[src/ggs_div.sv]
// Pipelined restoring divider with an overflow stage, one quotient bit per stage.
module ggs_div #(
   parameter int N_W   = 33,
   parameter int D_W   = 17,
   parameter int Q_W   = 16,
   parameter int TAG_W = 1
) (
   input  logic             clock,
   input  logic             reset,
   input  logic             adv,
   input  logic             in_valid,
   input  logic [N_W-1:0]   in_num,
   input  logic [D_W-1:0]   in_den,
   input  logic [TAG_W-1:0] in_tag,
   output logic             out_valid,
   output logic [Q_W-1:0]   out_quo,
   output logic             out_ovf,
   output logic [TAG_W-1:0] out_tag
);
   localparam int W  = ((N_W > D_W + Q_W) ? N_W : D_W + Q_W) + 1;
   localparam int NS = Q_W + 1;

   logic [W-1:0]     rem_ff [NS];
   logic [D_W-1:0]   den_ff [NS];
   logic [Q_W-1:0]   quo_ff [NS];
   logic             ovf_ff [NS];
   logic [TAG_W-1:0] tag_ff [NS];
   logic             vld_ff [NS];

   for (genvar k = 0; k < NS; k++) begin : g_stage
      logic [W-1:0]     rem_cur, shifted, rem_in;
      logic [D_W-1:0]   den_cur;
      logic [Q_W-1:0]   quo_cur, quo_in;
      logic             ovf_cur, ovf_in;
      logic [TAG_W-1:0] tag_cur;
      logic             vld_cur;

      if (k == 0) begin : g_first
         assign rem_cur = W'(in_num);
         assign den_cur = in_den;
         assign quo_cur = '0;
         assign ovf_cur = 1'b0;
         assign tag_cur = in_tag;
         assign vld_cur = in_valid;
         // quotient does not fit in Q_W bits
         always_comb begin
            shifted = W'(den_cur) << Q_W;
            rem_in  = rem_cur;
            quo_in  = quo_cur;
            ovf_in  = (rem_cur >= shifted);
         end
      end else begin : g_next
         localparam int B = Q_W - k;
         assign rem_cur = rem_ff[k-1];
         assign den_cur = den_ff[k-1];
         assign quo_cur = quo_ff[k-1];
         assign ovf_cur = ovf_ff[k-1];
         assign tag_cur = tag_ff[k-1];
         assign vld_cur = vld_ff[k-1];
         // one restoring step for quotient bit B
         always_comb begin
            shifted = W'(den_cur) << B;
            rem_in  = rem_cur;
            quo_in  = quo_cur;
            ovf_in  = ovf_cur;
            if (rem_cur >= shifted) begin
               rem_in = rem_cur - shifted;
               quo_in = quo_cur | (Q_W'(1) << B);
            end
         end
      end

      always_ff @(posedge clock) begin
         if (reset) begin
            vld_ff[k] <= 1'b0;
         end else if (adv) begin
            vld_ff[k] <= vld_cur;
         end
         if (adv) begin
            rem_ff[k] <= rem_in;
            den_ff[k] <= den_cur;
            quo_ff[k] <= quo_in;
            ovf_ff[k] <= ovf_in;
            tag_ff[k] <= tag_cur;
         end
      end
   end

   assign out_valid = vld_ff[NS-1];
   assign out_quo   = quo_ff[NS-1];
   assign out_ovf   = ovf_ff[NS-1];
   assign out_tag   = tag_ff[NS-1];

endmodule

[config.mk]
export PLATFORM = sky130hd
export DESIGN_NAME = ggs_div
export DESIGN_NICKNAME = d
export VERILOG_FILES = /design/src/ggs_div.sv
export SDC_FILE = /design/constraint.sdc
export NUM_CORES = 2
export LEC_CHECK = 0
export BUFFER_PORTS_ARGS = -buffer_cell sky130_fd_sc_hd__buf_2
export CELL_PAD_IN_SITES_DETAIL_PLACEMENT = 1
export CELL_PAD_IN_SITES_GLOBAL_PLACEMENT = 2
export CORE_MARGIN = 2
export CORE_UTILIZATION = 48
export DETAILED_ROUTE_END_ITERATION = 8
export PLACE_DENSITY = 0.89
export SYNTH_ARGS = -nofsm -noshare
export SYNTH_HDL_FRONTEND = slang
export SYNTH_SLANG_ARGS = --single-unit
[constraint.sdc]
create_clock -name clock -period 7.73 [get_ports clock]
set_input_delay 0.3865 -clock clock [delete_from_list [all_inputs] [get_ports clock]]
set_output_delay 0.3865 -clock clock [all_outputs]
set_load 0.03 [all_outputs]
==> metrics.md <==
| Metric | Value |
|---|---|
| Max-slew headroom | `8.47%` |
| Total area of multi-input combinational cells | `17800 um^2` |
| Number of cells in the design after placement | `5403` |
| Cell Chain, Critical Path | `ha_1 -> or4b_1 -> nor4_1 -> a31oi_1 -> nand2_1 -> o21bai_2 -> buf_4 -> nor3b_1 -> o2111ai_1 -> nor3_1 -> xor2_1` |
| Starting density of the core | `48.5%` |
| Hold Worst Slack | `0.110 ns` |
| Average detailed-routed wire length per instance | `21.3 um` |
| Routability cong. | `0.858` |
| GRT Residual Overflow | `0` |
| Ys async rst share | `0%` |
| # port buffers | `73` |
| Max-slew violation count | `0` |
| Clock-pin slew on the worst setup and hold paths | `0.07 ns` |
| Count of final setup violators | `0` |
| Ports placed on the boundary | `74` |
| Post-Route Setup TNS | `0 ns` |
| Remaining design rule violation count | `0` |
| Number of iterations in the first detailed-routing pass | `7` |
| Post-Syn Area | `49600 um^2` |
| WP data arrival | `4.91 ns` |
| Number of standard cells after synthesis | `4005` |
| Worst Path Max Fanout | `32` |
| Number of rows created at floorplan | `117` |
| Number of buffers inserted during clock tree synthesis | `108` |
| Number of H-tree branching levels | `3` |
| Number of cell instances on the worst register-to-register path | `11` |
| Cell at the slowest stage of the critical path | `nor4_1` |
| Setup repair after global routing missed its margin | `false` |
| Final worst path period share | `57.9%` |
| Die area | `106000 um^2` |
| HP Class | `in2reg` |
| R2r setup slk | `3.25 ns` |
| Count of placed standard cells in the final layout, fillers left out | `5656` |
| Height of the chip | `325 um` |
| Total wire length | `120 mm` |
| Total number of vias | `31.9k` |
| Number of maximum-capacitance violations | `0` |
| Buffer cell driving the clock tree root | `clkbuf_16` |
| Count of routing violations after the opening detailed-route iteration | `2056` |
| Crit. End Element | `flip-flop` |
| Final instance area | `55700 um^2` |
| Power share of the sequential group | `42.6%` |
| Most common flop cell mapped by yosys | `edfxtp_1` |
| Area added between synthesis and finish | `12.2%` |
| Post-Syn Area per Cell | `12.4 um^2` |
| Crit Reg-Reg Endpoint | `rem_ff[0][471]` |
| Switching power share of the total | `33.3%` |
| Beginning of the critical path | `den_ff[0][204]` |
| Routed Antenna Nets | `0` |
| Hold Vio Cnt, Final | `0` |
| Initial antenna violation count | `7` |
| Skew final | `0.0776 ns` |
| Power density of the placed cells | `341 nW/um^2` |
| Internal | `12.7 mW` |
| IR Drop Worst-Case VDD | `194 uV` |
| Overall global routing resource usage | `22.7%` |
| Post-synth EDFFs | `1002` |
| Detailed-route vias per instance | `5.64` |
| Die width | `325 um` |
| Synth unique cells | `88` |
| CTS tree | `built` |
| Leakage Power | `21.2 nW` |
| CP endpoint | `rem_ff[0][471]` |
| Worst Setup Path Type | `reg2reg` |
| Area of all sequential standard cells | `30100 um^2` |
| Clock network latency to the later pin of the worst-skew pair | `0.75 ns` |
| Net Sw Power | `6.33 mW` |
| Area of the core region | `102000 um^2` |
| Launching point of the worst reg2reg path | `den_ff[0][204]` |
| CP Launch Type | `flip-flop` |
| Detailed-placement wirelength estimate | `86.2 mm` |
| Transition time of the tightest slew-check pin | `1.35 ns` |
| Clock Power Share | `26.9%` |
| Sequential cell area fraction in the yosys report | `60.7%` |
| Final Power | `19.0 mW` |
| Largest stage delay on the critical path | `0.89 ns` |
| Post-CTS Setup Inserts | `0` |
| Clock sink count | `1002` |
| Outcome | `complete, no violations` |
| Combinational share of power | `30.5%` |
| Clock buffer depth | `3` |
| Final min period | `4.48 ns` |
| Yosys reg bits | `1002` |
| Wire length of the first global-routing pass | `190 mm` |
| Via count of the first global-routing pass | `34.3k` |
| Maximum number of pins on one net before global-route repair | `205` |
| Peak Freq | `223 MHz` |
| Number of nets in the synthesized netlist | `4364` |
| Synth Warn # | `0` |
| Required time at the endpoint of the critical path | `8.16 ns` |
| Share of post-route cells with drive strength above 1 | `7.98%` |
| Final Net Count | `4556` |
| Post-placement cell area | `51600 um^2` |
| Filler instances | `10.5k` |
power groups by stage:
| stage | clock (mW) | sequential (mW) | combinational (mW) |
|---|---|---|---|
| after global routing | 5.42 | 8.20 | 6.47 |
| after CTS | 5.22 | 8.10 | 5.80 |
| final | 5.12 | 8.09 | 5.79 |
| after floorplan | 0 | 7.88 | 4.27 |
| after detailed placement | 0 | 8.19 | 5.69 |
| after global placement | 0 | 8.15 | 5.50 |
layout make-up:
class,instances,share of cell area (%)
Sequential cell,1002,54.0
Multi-Input combinational cell,2560,32.0
Clock buffer,132,5.02
Tap cell,1368,3.07
Inverter,379,2.55
Timing Repair Buffer,146,1.98
Clock inverter,68,1.29
Antenna cell,1,0.00449
cell usage in the layout (no fill, tap or decap), types with 33 or more instances in the layout:
cell,count
nand2_1,277
a31oi_1,33
mux2_2,40
nor3_1,95
xor2_1,178
nor2b_1,48
o21ai_0,259
xnor2_1,143
nor4_1,54
clkbuf_16,108
nor2_1,215
nand4_1,49
a21oi_1,229
a21o_1,94
ha_1,289
buf_2,72
nand2b_1,42
dlygate4sd3_1,52
o21a_1,48
or3_1,36
nand3_1,50
inv_1,379
edfxtp_1,1002
sequential cells by signal, indices dropped and copies added, names as in the netlist:
register  flops
rem_ff      543
den_ff      272
quo_ff      136
ovf_ff       17
vld_ff       17
tag_ff       17
per-stage QoR:
stage               utilization, %  setup slack (ns)
floorplan                        -              4.67
global placement              50.5              3.28
detailed placement            50.5              3.29
CTS                           54.5              3.27
global route                  54.5              3.05
finish                        54.5              3.25
worst max-delay path: cells and delay by family, from the launching register on:
kind            cells  cell delay, ns
compound gates      3            0.71
xor+xnor            1            0.11
fa+ha+maj           1            0.35
buf+inv             1            0.36
flops               1            0.45
simple gates        5            2.17
timing repair:
item,4_1_cts,5_1_grt
hold endpoints to repair,52,0
hold buffers,52,0
gates resized for setup,0,0
per-layer routing:
layer  vias to the layer above  wire (um)  global-route usage, %
li1                      15200          -                      -
met1                     16000      48100                   25.9
met2                       502      64900                   43.5
met3                       209       3600                   2.52
met4                         0       3760                   7.81
met5                         -          0                      0
synthesized netlist by cell type (all sizes together), types with 12 or more instances:
cell type  instances  area [um^2]
or2               26          163
o21a              48          360
o31ai             21          163
nor4b             21          184
nand4b            14          123
nor3              96          485
a211oi            20          155
and2              25          156
nand2b            42          263
or3               36          225
and3              17          106
a31oi             34          219
clkbuf            49          186
ha               289         3620
inv              379         1420
edfxtp          1002        30100
buf               15         80.1
xor2             178         1560
nor4              57          375
or4               22          169
mux2              40          450
fa                15          300
a2111oi           12          105
a21o              94          706
nor2             216          818
nand4             49          307
xnor2            143         1250
nor2b             50          313
a211o             12          105
o21ai            267         1350
a21oi            230         1150
nand2            277         1040
o21bai            23          176
nand3             50          250
logic make-up after synthesis:
family | count (synthesis) | synth area share (%)
AO/OA/AOI/OAI | 862 | 10.8
XOR/XNOR | 321 | 5.67
adder cells (fa/ha/maj) | 304 | 7.90
buffers and inverters | 443 | 3.41
flip-flops | 1002 | 60.7
multiplexers | 42 | 0.948
AND/OR/NAND/NOR | 1031 | 10.6
worst min-delay path by stage:
stage | start | endpoint | slack (ns) | cells past startpoint
final | adv | tag_ff[0][0] | 0.11 | 1
after global routing | adv | tag_ff[0][0] | 0.13 | 1
after CTS | adv | tag_ff[0][0] | 0.11 | 1
after detailed placement | quo_ff[0][79] | quo_ff[0][95] | 0.41 | 0
after global placement | quo_ff[0][245] | quo_ff[0][261] | 0.40 | 0
after floorplan | ovf_ff[0][9] | ovf_ff[0][10] | 0.40 | 0
Note: power is estimated with default switching activity, not from simulation.
