===== config.mk =====
export PLATFORM = sky130hd
export DESIGN_NAME = ggs_isqrt
export DESIGN_NICKNAME = d
export VERILOG_FILES = /design/src/ggs_isqrt.sv
export SDC_FILE = /design/constraint.sdc
export NUM_CORES = 1
export LEC_CHECK = 0
export BUFFER_PORTS_ARGS = -buffer_cell sky130_fd_sc_hd__buf_4
export CELL_PAD_IN_SITES_DETAIL_PLACEMENT = 1
export CELL_PAD_IN_SITES_GLOBAL_PLACEMENT = 1
export CORE_UTILIZATION = 48
export CTS_CLUSTER_SIZE = 30
export DETAILED_ROUTE_END_ITERATION = 7
export PLACE_DENSITY = 0.85
export RECOVER_POWER = 25
export SETUP_SLACK_MARGIN = 0.5
export SYNTH_ARGS = -nofsm -noshare
export SYNTH_HDL_FRONTEND = slang
export SYNTH_SLANG_ARGS = --single-unit

===== constraint.sdc =====
create_clock -name clock -period 3.05 [get_ports clock]
set_input_delay 0.61 -clock clock [delete_from_list [all_inputs] [get_ports clock]]
set_output_delay 0.61 -clock clock [all_outputs]
set_load 0.05 [all_outputs]

===== src/ggs_isqrt.sv =====
// Pipelined integer square root, one result bit per stage.
module ggs_isqrt #(
   parameter int IN_W  = 33,
   parameter int TAG_W = 1
) (
   input  logic                     clock,
   input  logic                     reset,
   input  logic                     adv,
   input  logic                     in_valid,
   input  logic [IN_W-1:0]          in_val,
   input  logic [TAG_W-1:0]         in_tag,
   output logic                     out_valid,
   output logic [(IN_W+1)/2-1:0]    out_root,
   output logic [TAG_W-1:0]         out_tag
);
   localparam int OUT_W = (IN_W + 1) / 2;
   localparam int TW    = 2 * OUT_W + 1;

   logic [TW-1:0]    rem_ff  [OUT_W];
   logic [OUT_W-1:0] root_ff [OUT_W];
   logic [TAG_W-1:0] tag_ff  [OUT_W];
   logic             vld_ff  [OUT_W];

   for (genvar k = 0; k < OUT_W; k++) begin : g_stage
      localparam int B = OUT_W - 1 - k;
      logic [TW-1:0]    rem_cur, trial, rem_in;
      logic [OUT_W-1:0] root_cur, root_in;
      logic [TAG_W-1:0] tag_cur;
      logic             vld_cur;

      if (k == 0) begin : g_first
         assign rem_cur  = TW'(in_val);
         assign root_cur = '0;
         assign tag_cur  = in_tag;
         assign vld_cur  = in_valid;
      end else begin : g_next
         assign rem_cur  = rem_ff[k-1];
         assign root_cur = root_ff[k-1];
         assign tag_cur  = tag_ff[k-1];
         assign vld_cur  = vld_ff[k-1];
      end

      // try bit B: (2*root + 2^B) * 2^B against the remainder
      always_comb begin
         trial   = (TW'(root_cur) << (B + 1)) + (TW'(1) << (2 * B));
         rem_in  = rem_cur;
         root_in = root_cur;
         if (rem_cur >= trial) begin
            rem_in  = rem_cur - trial;
            root_in = root_cur | (OUT_W'(1) << B);
         end
      end

      always_ff @(posedge clock) begin
         if (reset) begin
            vld_ff[k] <= 1'b0;
         end else if (adv) begin
            vld_ff[k] <= vld_cur;
         end
         if (adv) begin
            rem_ff[k]  <= rem_in;
            root_ff[k] <= root_in;
            tag_ff[k]  <= tag_cur;
         end
      end
   end

   assign out_valid = vld_ff[OUT_W-1];
   assign out_root  = root_ff[OUT_W-1];
   assign out_tag   = tag_ff[OUT_W-1];

endmodule


==> impl_metrics.prom, run 1 <==
# TYPE chip_impl_metric gauge
chip_impl_info{name="grt_setup_unrepaired",value="yes"} 1
chip_impl_info{name="r2r_startpoint",value="root_ff[0][132]"} 1
chip_impl_metric{name="timing_worst_slew_pin_value",unit="ns"} 1.83
chip_impl_metric{name="period_needed",unit="ns"} 3.32
chip_impl_metric{name="post_synth_and_or_nand_nor_area_fraction",unit="%"} 11.2
chip_impl_metric{name="synth-seq-cells",unit=""} 746
chip_impl_metric{name="syn2layout_area_growth",unit="%"} 32.6
chip_impl_metric{name="power_frac_comb",unit="%"} 22.5
chip_impl_metric{name="cts.sinks",unit=""} 746
chip_impl_metric{name="fin_ws",unit="ns"} -0.275
chip_impl_metric{name="synth.area.mux_share",unit="%"} 1.10
chip_impl_info{name="cts_tree",value="done"} 1
chip_impl_info{name="cp-end-kind",value="flop"} 1
chip_impl_metric{name="timing.max_cap.violations",unit=""} 1
chip_impl_metric{name="grt_max_degree",unit=""} 105
chip_impl_metric{name="required",unit="ns"} 3.56
chip_impl_metric{name="max_ir_drop_vdd",unit="mV"} 0.544
chip_impl_metric{name="async_flop_share",unit="%"} 0
chip_impl_metric{name="timing.final.setup_violations",unit=""} 90
chip_impl_metric{name="remaining_drc_errors",unit=""} 0
chip_impl_metric{name="cts_made_buffers",unit=""} 82
chip_impl_info{name="critical_path.slowest_cell",value="sky130_fd_sc_hd__or4b_4"} 1
chip_impl_metric{name="floorplan.rows",unit=""} 97
chip_impl_metric{name="detail_route.wl_per_cell",unit="um"} 30.1
chip_impl_info{name="critical_path.startpoint_type",value="flop"} 1
chip_impl_info{name="run_status",value="complete, but fails checks"} 1
chip_impl_metric{name="synth_compound_gate_area_share",unit="%"} 7.38
chip_impl_metric{name="io_buffers",unit=""} 56
chip_impl_metric{name="vias_post_dr",unit=""} 24400
chip_impl_info{name="critical_path_start",value="root_ff[0][132]"} 1
chip_impl_metric{name="min_period_over_period",unit="%"} 109
chip_impl_metric{name="starting_density_of_the_core",unit="%"} 48.7
chip_impl_metric{name="synth-adder-area-share",unit="%"} 6.07
chip_impl_metric{name="hold_viol",unit=""} 0
chip_impl_metric{name="static_leakage",unit="nW"} 17.1
chip_impl_metric{name="first_pass_grt_wire_length",unit="um"} 151000
chip_impl_metric{name="synth.cell_area",unit="sq um"} 34200
chip_impl_metric{name="worst_slew_margin_rel",unit="%"} -22.0
chip_impl_metric{name="detail_route.wirelength",unit="um"} 120000
chip_impl_metric{name="clkTransAtPathRegs",unit="ns"} 0.07
chip_impl_metric{name="globalRoute.totalOverflow",unit=""} 0
chip_impl_metric{name="worst_stage_delay_on_the_critical_path",unit="ns"} 0.55
chip_impl_metric{name="ios",unit=""} 57
chip_impl_metric{name="synthCells",unit=""} 2547
chip_impl_metric{name="ys_warn_count",unit=""} 0
chip_impl_info{name="timing.setup.critical_path_class",value="reg -> reg"} 1
chip_impl_metric{name="place.detailed.instances",unit=""} 3610
chip_impl_metric{name="timing.final.max_slew_violations",unit=""} 44
chip_impl_metric{name="detail_route.vias_per_cell",unit=""} 6.13
chip_impl_metric{name="dp_worst_setup_slack",unit="ns"} -0.294
chip_impl_metric{name="p_sw",unit="mW"} 9.58
chip_impl_metric{name="design.final.nets",unit=""} 3189
chip_impl_info{name="timing.critical_path.to",value="rem_ff[0][297]"} 1
chip_impl_metric{name="power-per-cell-area",unit="nW/um^2"} 678
chip_impl_metric{name="die_area",unit="sq um"} 72300
chip_impl_metric{name="clock_insertion_delay_worst_skew",unit="ns"} 0.68
chip_impl_metric{name="pwr-share-clk",unit="%"} 32.2
chip_impl_metric{name="synth_xor_xnor_area_share",unit="%"} 6.15
chip_impl_metric{name="yosys.area.top_type_share",unit="%"} 65.5
chip_impl_metric{name="grt_antenna_before_repair",unit=""} 1
chip_impl_info{name="violations",value="capacitance limit, slew limit, setup timing"} 1
chip_impl_metric{name="via_count_of_the_first_global_routing_pass",unit=""} 25800
chip_impl_info{name="synth_top_cell_by_area",value="sky130_fd_sc_hd__edfxtp_1"} 1
chip_impl_metric{name="final.setup_skew",unit="ns"} 0.0315
chip_impl_info{name="dominantRegCellSynth",value="sky130_fd_sc_hd__edfxtp_1"} 1
chip_impl_metric{name="ff2ff_setup_slack",unit="ns"} -0.27
chip_impl_metric{name="postRouteAntennaNets",unit=""} 0
chip_impl_metric{name="max_freq",unit="GHz"} 0.301
chip_impl_metric{name="syn-mean-instance-area",unit="sq um"} 13.4
chip_impl_metric{name="finalNonFillerCells",unit=""} 3984
chip_impl_info{name="clk_root_buffer_cell",value="sky130_fd_sc_hd__clkbuf_16"} 1
chip_impl_info{name="dominant_combinational_cell_family_by_area_after_synthesis",value="simple AND/OR/NAND/NOR gates"} 1
chip_impl_info{name="synth_area_leaders",value="sky130_fd_sc_hd__edfxtp_1 (66%), sky130_fd_sc_hd__ha_1 (6.1%), sky130_fd_sc_hd__xnor2_1 (3.1%)"} 1
chip_impl_info{name="yosysMostFrequentCell",value="sky130_fd_sc_hd__edfxtp_1"} 1
chip_impl_metric{name="synth_enable_flop_cells",unit=""} 746
chip_impl_metric{name="clk_path_buf_depth",unit=""} 3
chip_impl_info{name="synth_common_cells",value="sky130_fd_sc_hd__edfxtp_1 (746), sky130_fd_sc_hd__inv_1 (200), sky130_fd_sc_hd__ha_1 (166)"} 1
chip_impl_metric{name="die_width",unit="um"} 269
chip_impl_metric{name="share_of_power_burned_in_registers",unit="%"} 45.3
chip_impl_metric{name="cp_data_arrival_time",unit="ns"} 3.84
chip_impl_metric{name="ys_types",unit=""} 72
chip_impl_metric{name="detailedRoute.firstPassIterationCount",unit=""} 8
chip_impl_info{name="hold_path.class",value="in -> reg"} 1
chip_impl_info{name="worstPathCellList",value="inv_2, ha_2, and3_4, nand4_1, nor4_4, buf_4, nor3b_4, or4b_4, buf_12, buf_8, buf_16, a21oi_2"} 1
chip_impl_metric{name="die_h",unit="um"} 269
chip_impl_metric{name="ys_seq_area_share",unit="%"} 65.5
chip_impl_metric{name="critPathMaxFanout",unit=""} 6
chip_impl_metric{name="p_int",unit="mW"} 21.2
chip_impl_metric{name="initial_drc_count",unit=""} 1949
chip_impl_metric{name="hpwl",unit="um"} 58300
chip_impl_info{name="r2r-end",value="rem_ff[0][297]"} 1
chip_impl_metric{name="groute.usage.overall",unit="%"} 27.7
chip_impl_metric{name="layout-drive-gt1-share",unit="%"} 34.2
chip_impl_metric{name="worst-r2r-cell-count",unit=""} 12
chip_impl_metric{name="sw_frac_of_total",unit="%"} 31.2
chip_impl_metric{name="core",unit="sq um"} 70300
chip_impl_metric{name="cts_max_level",unit=""} 3
chip_impl_metric{name="routabilityCongestion",unit=""} 0.929
[registers in the layout, summed over array words and instances, names as in the netlist]
| name | count |
|---|---|
| tag_ff | 17 |
| rem_ff | 559 |
| vld_ff | 17 |
| root_ff | 153 |
[power by group through the flow]
stage / registers [mW] / logic (mW) / clock network [mW]
floorplan: 13.5 / 2.88 / 0
global placement: 13.7 / 3.94 / 0
detailed placement: 13.8 / 4.26 / 0
CTS: 13.7 / 5.18 / 9.67
global route: 14.0 / 7.19 / 10.3
finish: 13.9 / 6.92 / 9.89
[cell families after synthesis]
logic type / count (synthesis)
AOI/OAI and AO/OA: 411
xor gates and xnor gates: 240
adders and majority gates: 166
buffers and inverters: 237
DFF: 746
muxes: 34
other: 1
and+or+nand+nor: 712
[per-layer routing]
layer / track usage (%) / routed length, um / vias to the layer above
met4: 20.8 / 11900 / 0
li1: - / - / 10400
met2: 54.7 / 65100 / 1149
met5: 0 / 0 / -
met1: 24.9 / 37500 / 12200
met3: 4.38 / 5520 / 605
[metrics by stage]
stage               total power, mW  TNS [ns]  instance area (sq um)  hold slack [ns]  util [%]
floorplan                      16.3         0                  34600            0.400         -
global placement               17.6     -1.71                  36900            0.403      52.5
detailed placement             18.0     -5.70                  36900            0.405      52.5
CTS                            28.5    -0.273                  42500            0.102      60.4
global route                   31.4    -13.14                  45400            0.126      64.5
finish                         30.7     -8.78                  45400            0.136      64.5
[what timing repair did]
action,CTS,global route
endpoints found under the setup margin,274,278
cloned,13,3
gates resized for setup,428,404
setup buffers,96,119
pin swaps,108,131
hold buffers,0,0
[layout by cell type, fill, tap and decap left out, drive strengths merged, types with 45 or more instances in the layout]
cell type,count
edfxtp,746
buf,351
inv,203
ha,166
nor2,151
nand2,140
a21oi,137
clkbuf,137
xnor2,121
xor2,119
o21ai,110
nor4,90
nor3,63
nand2b,45
[worst min path at each step]
stage / start / endpoint / depth (start not counted)
6_report: in_val[11] / rem_ff[0][11] / 1
5_1_grt: in_val[22] / rem_ff[0][22] / 1
4_1_cts: in_tag / tag_ff[0][0] / 1
3_5_place_dp: tag_ff[6][1] / tag_ff[7][0] / 0
3_3_place_gp: tag_ff[4][0] / tag_ff[4][1] / 0
2_1_floorplan: tag_ff[0][0] / tag_ff[0][1] / 0
[final cells by class]
type	instances	area [sq um]
antenna	1	2.50
clock buffer	100	2120
clock inverter	42	452
fill	6362	24900
inverter	200	766
multi-input combinational	1567	14800
sequential	746	22400
tap	940	1180
timing repair buffer	388	3660
[critical path: cells and delay by family, from the launching register on]
kind | cells | cell delay (ns)
and+or+nand+nor | 5 | 1.50
buffers and inverters | 5 | 0.72
DFF | 1 | 0.47
adders and majority gates | 1 | 0.31
AOI/OAI and AO/OA | 1 | 0.15
(Power assumes the default switching activity.)
==> run 2: changes to the inputs <==
- CORE_UTILIZATION: 48 -> 53
- PLACE_DENSITY: 0.85 -> 0.89
- clock period: 3.05 -> 3.3 ns (I/O delays scaled with it)
==> impl_metrics.prom, run 2 (same netlist as run 1, synthesis figures left out) <==
# TYPE chip_impl_metric gauge
chip_impl_metric{name="final.setup_skew",unit="ns"} 0.0417
chip_impl_metric{name="syn2layout_area_growth",unit="%"} 25.9
chip_impl_metric{name="clock_insertion_delay_worst_skew",unit="ns"} 0.68
chip_impl_metric{name="critPathMaxFanout",unit=""} 2
chip_impl_metric{name="via_count_of_the_first_global_routing_pass",unit=""} 25200
chip_impl_metric{name="max_freq",unit="GHz"} 0.270
chip_impl_info{name="timing.critical_path.max_delay_family",value="simple AND/OR/NAND/NOR gates"} 1
chip_impl_metric{name="hold_ws",unit="ns"} 0.186
chip_impl_metric{name="io_buffers",unit=""} 56
chip_impl_metric{name="remaining_drc_errors",unit=""} 0
chip_impl_metric{name="crit_buf_inv",unit=""} 1
chip_impl_metric{name="grt_max_degree",unit=""} 142
chip_impl_info{name="grt_setup_unrepaired",value="yes"} 1
chip_impl_metric{name="layout-drive-gt1-share",unit="%"} 27.8
chip_impl_info{name="layout.cells.most_common_list",value="sky130_fd_sc_hd__edfxtp_1 (746), sky130_fd_sc_hd__buf_4 (206), sky130_fd_sc_hd__inv_1 (186), sky130_fd_sc_hd__xor2_1 (118), sky130_fd_sc_hd__nor2_1 (113)"} 1
chip_impl_metric{name="required",unit="ns"} 3.69
chip_impl_metric{name="period_needed",unit="ns"} 3.71
chip_impl_info{name="timing.critical_path.mode_cell",value="sky130_fd_sc_hd__or4_4"} 1
chip_impl_metric{name="power-per-cell-area",unit="nW/um^2"} 644
chip_impl_metric{name="ff2ff_setup_slack",unit="ns"} -0.41
chip_impl_metric{name="largest_register_ff_count",unit=""} 559
chip_impl_info{name="worstPathCellList",value="nor4_2, buf_4, nand4_1, or4_4, o41ai_4, nor4_4, a21o_1, or4_4, xnor2_2"} 1
chip_impl_info{name="r2r-end",value="rem_ff[0][240]"} 1
chip_impl_metric{name="hold_viol",unit=""} 0
chip_impl_metric{name="core",unit="sq um"} 63400
chip_impl_info{name="largest-register",value="rem_ff"} 1
chip_impl_info{name="cp-end-kind",value="flop"} 1
chip_impl_metric{name="worst_stage_delay_on_the_critical_path",unit="ns"} 0.79
chip_impl_metric{name="starting_density_of_the_core",unit="%"} 53.9
chip_impl_metric{name="detail_route.wirelength",unit="um"} 121000
chip_impl_info{name="hold_path.class",value="in -> reg"} 1
chip_impl_metric{name="grt_antenna_before_repair",unit=""} 2
chip_impl_metric{name="cp_data_arrival_time",unit="ns"} 4.10
chip_impl_metric{name="cts_max_level",unit=""} 3
chip_impl_metric{name="postLayoutCellArea",unit="sq um"} 43100
chip_impl_metric{name="worst_slew_margin_rel",unit="%"} 32.6
chip_impl_metric{name="clkTransAtPathRegs",unit="ns"} 0.07
chip_impl_metric{name="timing.final.setup_violations",unit=""} 14
chip_impl_metric{name="postLayoutCoreUtil",unit="%"} 67.9
chip_impl_metric{name="finalNonFillerCells",unit=""} 3794
chip_impl_info{name="violations",value="setup timing"} 1
chip_impl_metric{name="ios",unit=""} 57
chip_impl_metric{name="initial_drc_count",unit=""} 2435
chip_impl_info{name="holdPathEnd",value="rem_ff[0][8]"} 1
chip_impl_metric{name="max_ir_drop_vdd",unit="mV"} 0.474
chip_impl_metric{name="cts-hold-fix-buffers",unit=""} 0
chip_impl_metric{name="routabilityCongestion",unit=""} 0.944
chip_impl_metric{name="hold_depth",unit=""} 1
chip_impl_info{name="r2r_startpoint",value="rem_ff[0][176]"} 1
chip_impl_metric{name="cts.sinks",unit=""} 746
chip_impl_metric{name="cts_made_buffers",unit=""} 79
chip_impl_metric{name="clk_path_buf_depth",unit=""} 3
chip_impl_info{name="cts_tree",value="done"} 1
chip_impl_metric{name="timing_worst_slew_pin_value",unit="ns"} 1.01
chip_impl_info{name="worst_hold_startpoint",value="in_val[8]"} 1
chip_impl_metric{name="placed_area",unit="sq um"} 36200
chip_impl_metric{name="vias_post_dr",unit=""} 24500
chip_impl_metric{name="detailedRoute.firstPassIterationCount",unit=""} 5
chip_impl_metric{name="detail_route.vias_per_cell",unit=""} 6.45
chip_impl_metric{name="groute.usage.overall",unit="%"} 29.6
chip_impl_metric{name="worst-r2r-cell-count",unit=""} 9
chip_impl_info{name="clk_root_buffer_cell",value="sky130_fd_sc_hd__clkbuf_16"} 1
chip_impl_info{name="layout.cells.most_common",value="sky130_fd_sc_hd__edfxtp_1"} 1
chip_impl_metric{name="min_period_over_period",unit="%"} 112
chip_impl_metric{name="postRouteAntennaNets",unit=""} 0
chip_impl_info{name="timing.setup.critical_path_class",value="reg -> reg"} 1
chip_impl_metric{name="die_area",unit="sq um"} 65500
chip_impl_metric{name="design.final.nets",unit=""} 3092
chip_impl_metric{name="first_pass_grt_wire_length",unit="um"} 148000
chip_impl_metric{name="final.setup.tns",unit="ns"} -1.83
chip_impl_metric{name="hpwl",unit="um"} 58900
chip_impl_info{name="run_status",value="complete, but fails checks"} 1
chip_impl_metric{name="static_leakage",unit="nW"} 16.2
chip_impl_metric{name="timing.max_cap.violations",unit=""} 0
chip_impl_metric{name="place.detailed.instances",unit=""} 3474
chip_impl_metric{name="floorplan.rows",unit=""} 92
chip_impl_metric{name="fin_ws",unit="ns"} -0.410
chip_impl_metric{name="num-fill-cells",unit=""} 5684
chip_impl_metric{name="die_h",unit="um"} 256
chip_impl_info{name="critical_path.startpoint_type",value="flop"} 1
chip_impl_metric{name="globalRoute.totalOverflow",unit=""} 0
chip_impl_info{name="layout_top_registers",value="rem_ff (559), root_ff (153)"} 1
chip_impl_metric{name="die_width",unit="um"} 256
chip_impl_metric{name="timing.final.max_slew_violations",unit=""} 0
chip_impl_metric{name="detail_route.wl_per_cell",unit="um"} 31.8
chip_impl_info{name="critical_path.slowest_cell",value="sky130_fd_sc_hd__nor4_2"} 1
[run 2: cell count changes in the layout (fill, tap and decap cells not counted), sizes merged]
cell      previous run  this run
clkinv              31        28
bufbuf               0         1
clkbuf             137       134
buf                351       261
inv                203       206
or4b                 5         4
nor2               151       150
clkinvlp             4         1
bufinv               4         5
[run 2: final cells by class]
cell class              count  area (sq um)  share of cell area, %
diodes                      1          2.50                0.00581
clock buffers             100          2060                   4.77
clock inverters            40           418                  0.971
inverters                 200           753                   1.75
multi-input cells        1565         13700                   31.7
flip-flops and latches    746         22400                   52.0
well taps                 846          1060                   2.46
repair buffers            296          2700                   6.28
[run 2: worst max path at each step]
stage                    from        endpoint  slack [ns]  depth (start not counted)
3_3_place_gp   rem_ff[0][429]  rem_ff[0][486]        0.21                         10
4_1_cts        rem_ff[0][203]  rem_ff[0][240]        0.05                          8
2_1_floorplan  rem_ff[0][205]  rem_ff[0][240]        0.30                          8
5_1_grt        rem_ff[0][177]  rem_ff[0][240]       -0.38                          9
6_report       rem_ff[0][176]  rem_ff[0][240]       -0.41                          9
3_5_place_dp   rem_ff[0][400]  rem_ff[0][450]        0.07                          9
[run 2: timing repair]
item,in CTS,in global routing
resized for setup,258,340
pin swaps,62,112
endpoints found under the setup margin,239,216
buffers inserted,67,106
cloned,6,0
[run 2: power by group]
group	switching, mW	internal (mW)
combinational	3.41	2.44
clock	4.16	4.87
sequential	1.08	11.8
[run 2: through the flow]
stage | total power [mW] | setup slack [ns]
CTS | 25.7 | 0.0503
global route | 28.3 | -0.383
detailed placement | 16.5 | 0.0662
global placement | 16.1 | 0.210
finish | 27.7 | -0.410
floorplan | 15.0 | 0.297
[run 2: metal layers]
metal,GRT usage [%],vias up,routed length (um)
met3,4.27,583,6100
li1,-,10200,-
met2,58.2,1303,64800
met1,27.8,12400,39000
met4,20.1,0,10900
met5,0,-,0
==> run 3: changes to the inputs <==
- CORE_UTILIZATION: 53 -> 45
- PLACE_DENSITY: 0.89 -> 0.79
- SETUP_SLACK_MARGIN: 0.5 -> 0.05
==> impl_metrics.prom, run 3 (same netlist as run 1, synthesis figures left out) <==
# TYPE chip_impl_metric gauge
chip_impl_info{name="run_status",value="completed"} 1
chip_impl_metric{name="placed_area",unit="sq um"} 36400
chip_impl_info{name="critical_path.startpoint_type",value="flop"} 1
chip_impl_metric{name="io_buffers",unit=""} 56
chip_impl_metric{name="groute.usage.overall",unit="%"} 19.8
chip_impl_metric{name="cp_data_arrival_time",unit="ns"} 3.57
chip_impl_metric{name="detail_route.wirelength",unit="um"} 75800
chip_impl_metric{name="routabilityCongestion",unit=""} 0.927
chip_impl_metric{name="post-layout-total-power",unit="mW"} 25.2
chip_impl_metric{name="hold_ws",unit="ns"} 0.198
chip_impl_info{name="layout_top_registers",value="rem_ff (559), root_ff (153)"} 1
chip_impl_metric{name="critPathMaxFanout",unit=""} 4
chip_impl_metric{name="starting_density_of_the_core",unit="%"} 45.7
chip_impl_metric{name="die_h",unit="um"} 278
chip_impl_metric{name="max_freq",unit="GHz"} 0.315
chip_impl_metric{name="postRouteAntennaNets",unit=""} 0
chip_impl_metric{name="timing.max_cap.violations",unit=""} 0
chip_impl_metric{name="num-fill-cells",unit=""} 7379
chip_impl_metric{name="die_area",unit="sq um"} 77100
chip_impl_metric{name="remaining_drc_errors",unit=""} 0
chip_impl_metric{name="first_pass_grt_wire_length",unit="um"} 121000
chip_impl_metric{name="timing.final.setup_violations",unit=""} 0
chip_impl_metric{name="finalNonFillerCells",unit=""} 3765
chip_impl_metric{name="final.setup_skew",unit="ns"} 0.0348
chip_impl_metric{name="grt_antenna_before_repair",unit=""} 0
chip_impl_info{name="largest-register",value="rem_ff"} 1
chip_impl_metric{name="ios",unit=""} 57
chip_impl_metric{name="static_leakage",unit="nW"} 14.8
chip_impl_metric{name="timing.final.max_slew_violations",unit=""} 0
chip_impl_info{name="layout.cells.most_common",value="sky130_fd_sc_hd__edfxtp_1"} 1
chip_impl_metric{name="max_ir_drop_vdd",unit="mV"} 0.507
chip_impl_metric{name="min_period_over_period",unit="%"} 96.3
chip_impl_metric{name="cts_max_level",unit=""} 3
chip_impl_info{name="clk_root_buffer_cell",value="sky130_fd_sc_hd__clkbuf_16"} 1
chip_impl_metric{name="detailedRoute.firstPassIterationCount",unit=""} 5
chip_impl_metric{name="layout-drive-gt1-share",unit="%"} 12.1
chip_impl_metric{name="cts_made_buffers",unit=""} 82
chip_impl_info{name="grt_setup_unrepaired",value="yes"} 1
chip_impl_metric{name="die_width",unit="um"} 278
chip_impl_info{name="cts_tree",value="done"} 1
chip_impl_info{name="worstPathCellList",value="ha_4, and4b_2, nand4_1, or4_4, o41ai_4, nor4_2, a21o_1, or4_1, xnor2_1"} 1
chip_impl_info{name="critical_path.slowest_cell",value="sky130_fd_sc_hd__or4_4"} 1
chip_impl_metric{name="globalRoute.totalOverflow",unit=""} 0
chip_impl_metric{name="vias_post_dr",unit=""} 20500
chip_impl_metric{name="largest_register_ff_count",unit=""} 559
chip_impl_metric{name="detail_route.vias_per_cell",unit=""} 5.45
chip_impl_metric{name="postLayoutCellArea",unit="sq um"} 39300
chip_impl_metric{name="diodes_inserted",unit=""} 0
chip_impl_metric{name="initial_drc_count",unit=""} 1008
chip_impl_info{name="timing.setup.critical_path_class",value="reg -> reg"} 1
chip_impl_metric{name="cts.sinks",unit=""} 746
chip_impl_metric{name="timing_worst_slew_pin_value",unit="ns"} 1.06
chip_impl_metric{name="period_needed",unit="ns"} 3.18
chip_impl_metric{name="clock_insertion_delay_worst_skew",unit="ns"} 0.64
chip_impl_metric{name="worst_slew_margin_rel",unit="%"} 29.0
chip_impl_metric{name="hpwl",unit="um"} 55400
chip_impl_metric{name="hold_viol",unit=""} 0
chip_impl_metric{name="cts-hold-fix-buffers",unit=""} 0
chip_impl_metric{name="place.detailed.instances",unit=""} 3610
chip_impl_metric{name="core",unit="sq um"} 74800
chip_impl_metric{name="grt_max_degree",unit=""} 125
chip_impl_info{name="cp-end-kind",value="flop"} 1
chip_impl_metric{name="clk_path_buf_depth",unit=""} 3
chip_impl_metric{name="required",unit="ns"} 3.69
chip_impl_info{name="layout.cells.most_common_list",value="sky130_fd_sc_hd__edfxtp_1 (746), sky130_fd_sc_hd__inv_1 (200), sky130_fd_sc_hd__ha_1 (162), sky130_fd_sc_hd__nor2_1 (147), sky130_fd_sc_hd__nand2_1 (140)"} 1
chip_impl_metric{name="design.final.nets",unit=""} 2936
chip_impl_metric{name="detail_route.wl_per_cell",unit="um"} 20.1
chip_impl_metric{name="floorplan.rows",unit=""} 100
chip_impl_metric{name="via_count_of_the_first_global_routing_pass",unit=""} 22900
chip_impl_metric{name="syn2layout_area_growth",unit="%"} 14.9
chip_impl_info{name="hold_path.class",value="in -> reg"} 1
chip_impl_metric{name="clkTransAtPathRegs",unit="ns"} 0.06
chip_impl_metric{name="worst_stage_delay_on_the_critical_path",unit="ns"} 0.56
chip_impl_metric{name="ff2ff_setup_slack",unit="ns"} 0.12
chip_impl_metric{name="power-per-cell-area",unit="nW/um^2"} 640
[run 3: through the flow]
step	utilization [%]	TNS, ns	worst slack [ns]
final	52.5	0	0.123
after global routing	52.5	0	0.0274
after CTS	52.2	0	0.0203
after detailed placement	48.7	-0.00303	-0.00303
after global placement	48.7	0	0.0951
after floorplan	-	0	0.101
[run 3: cell type report]
cell class / instances / area, sq um / area share (%)
clock buffer: 93 / 2090 / 5.33
clock inverter: 55 / 546 / 1.39
inverter: 200 / 751 / 1.91
multi-input combinational: 1565 / 11100 / 28.3
sequential: 746 / 22400 / 57.0
tap: 969 / 1210 / 3.08
timing repair buffer: 137 / 1190 / 3.03
[run 3: where the power goes]
group,internal [mW],switching (mW)
logic,1.66,2.14
clock network,5.02,3.81
registers,11.8,0.766
[run 3: repair_timing]
action,4_1_cts,5_1_grt
gates resized for setup,3,33
endpoints found under the setup margin,8,79
pin swaps,0,9
gates cloned,0,0
buffers inserted,0,7
[run 3: final timing paths]
| path | from | endpoint | cells past startpoint |
|---|---|---|---|
| hold reg to reg | tag_ff[3][0] | tag_ff[3][1] | 0 |
| setup reg to reg | rem_ff[0][197] | rem_ff[0][240] | 9 |
| hold / removal | in_val[32] | root_ff[0][16] | 1 |
| setup / recovery | rem_ff[0][197] | rem_ff[0][240] | 9 |
[run 3: layer usage]
layer	global-route usage (%)	vias up	routed length [um]	part of all wire (%)
met3	2.96	163	2100	2.8
met2	40.7	307	43800	58
met4	8.54	0	3160	4.2
li1	-	9874	-	-
met1	19.1	10200	26700	35
met5	0	-	0	0
[run 3: critical path: cells and delay by family (launching register included)]
family	cells	cell delay (ns)
AND/OR/NAND/NOR	5	1.50
flip-flops	1	0.43
XOR/XNOR	1	0.15
adder cells (fa/ha/maj)	1	0.33
AO/OA/AOI/OAI	2	0.53
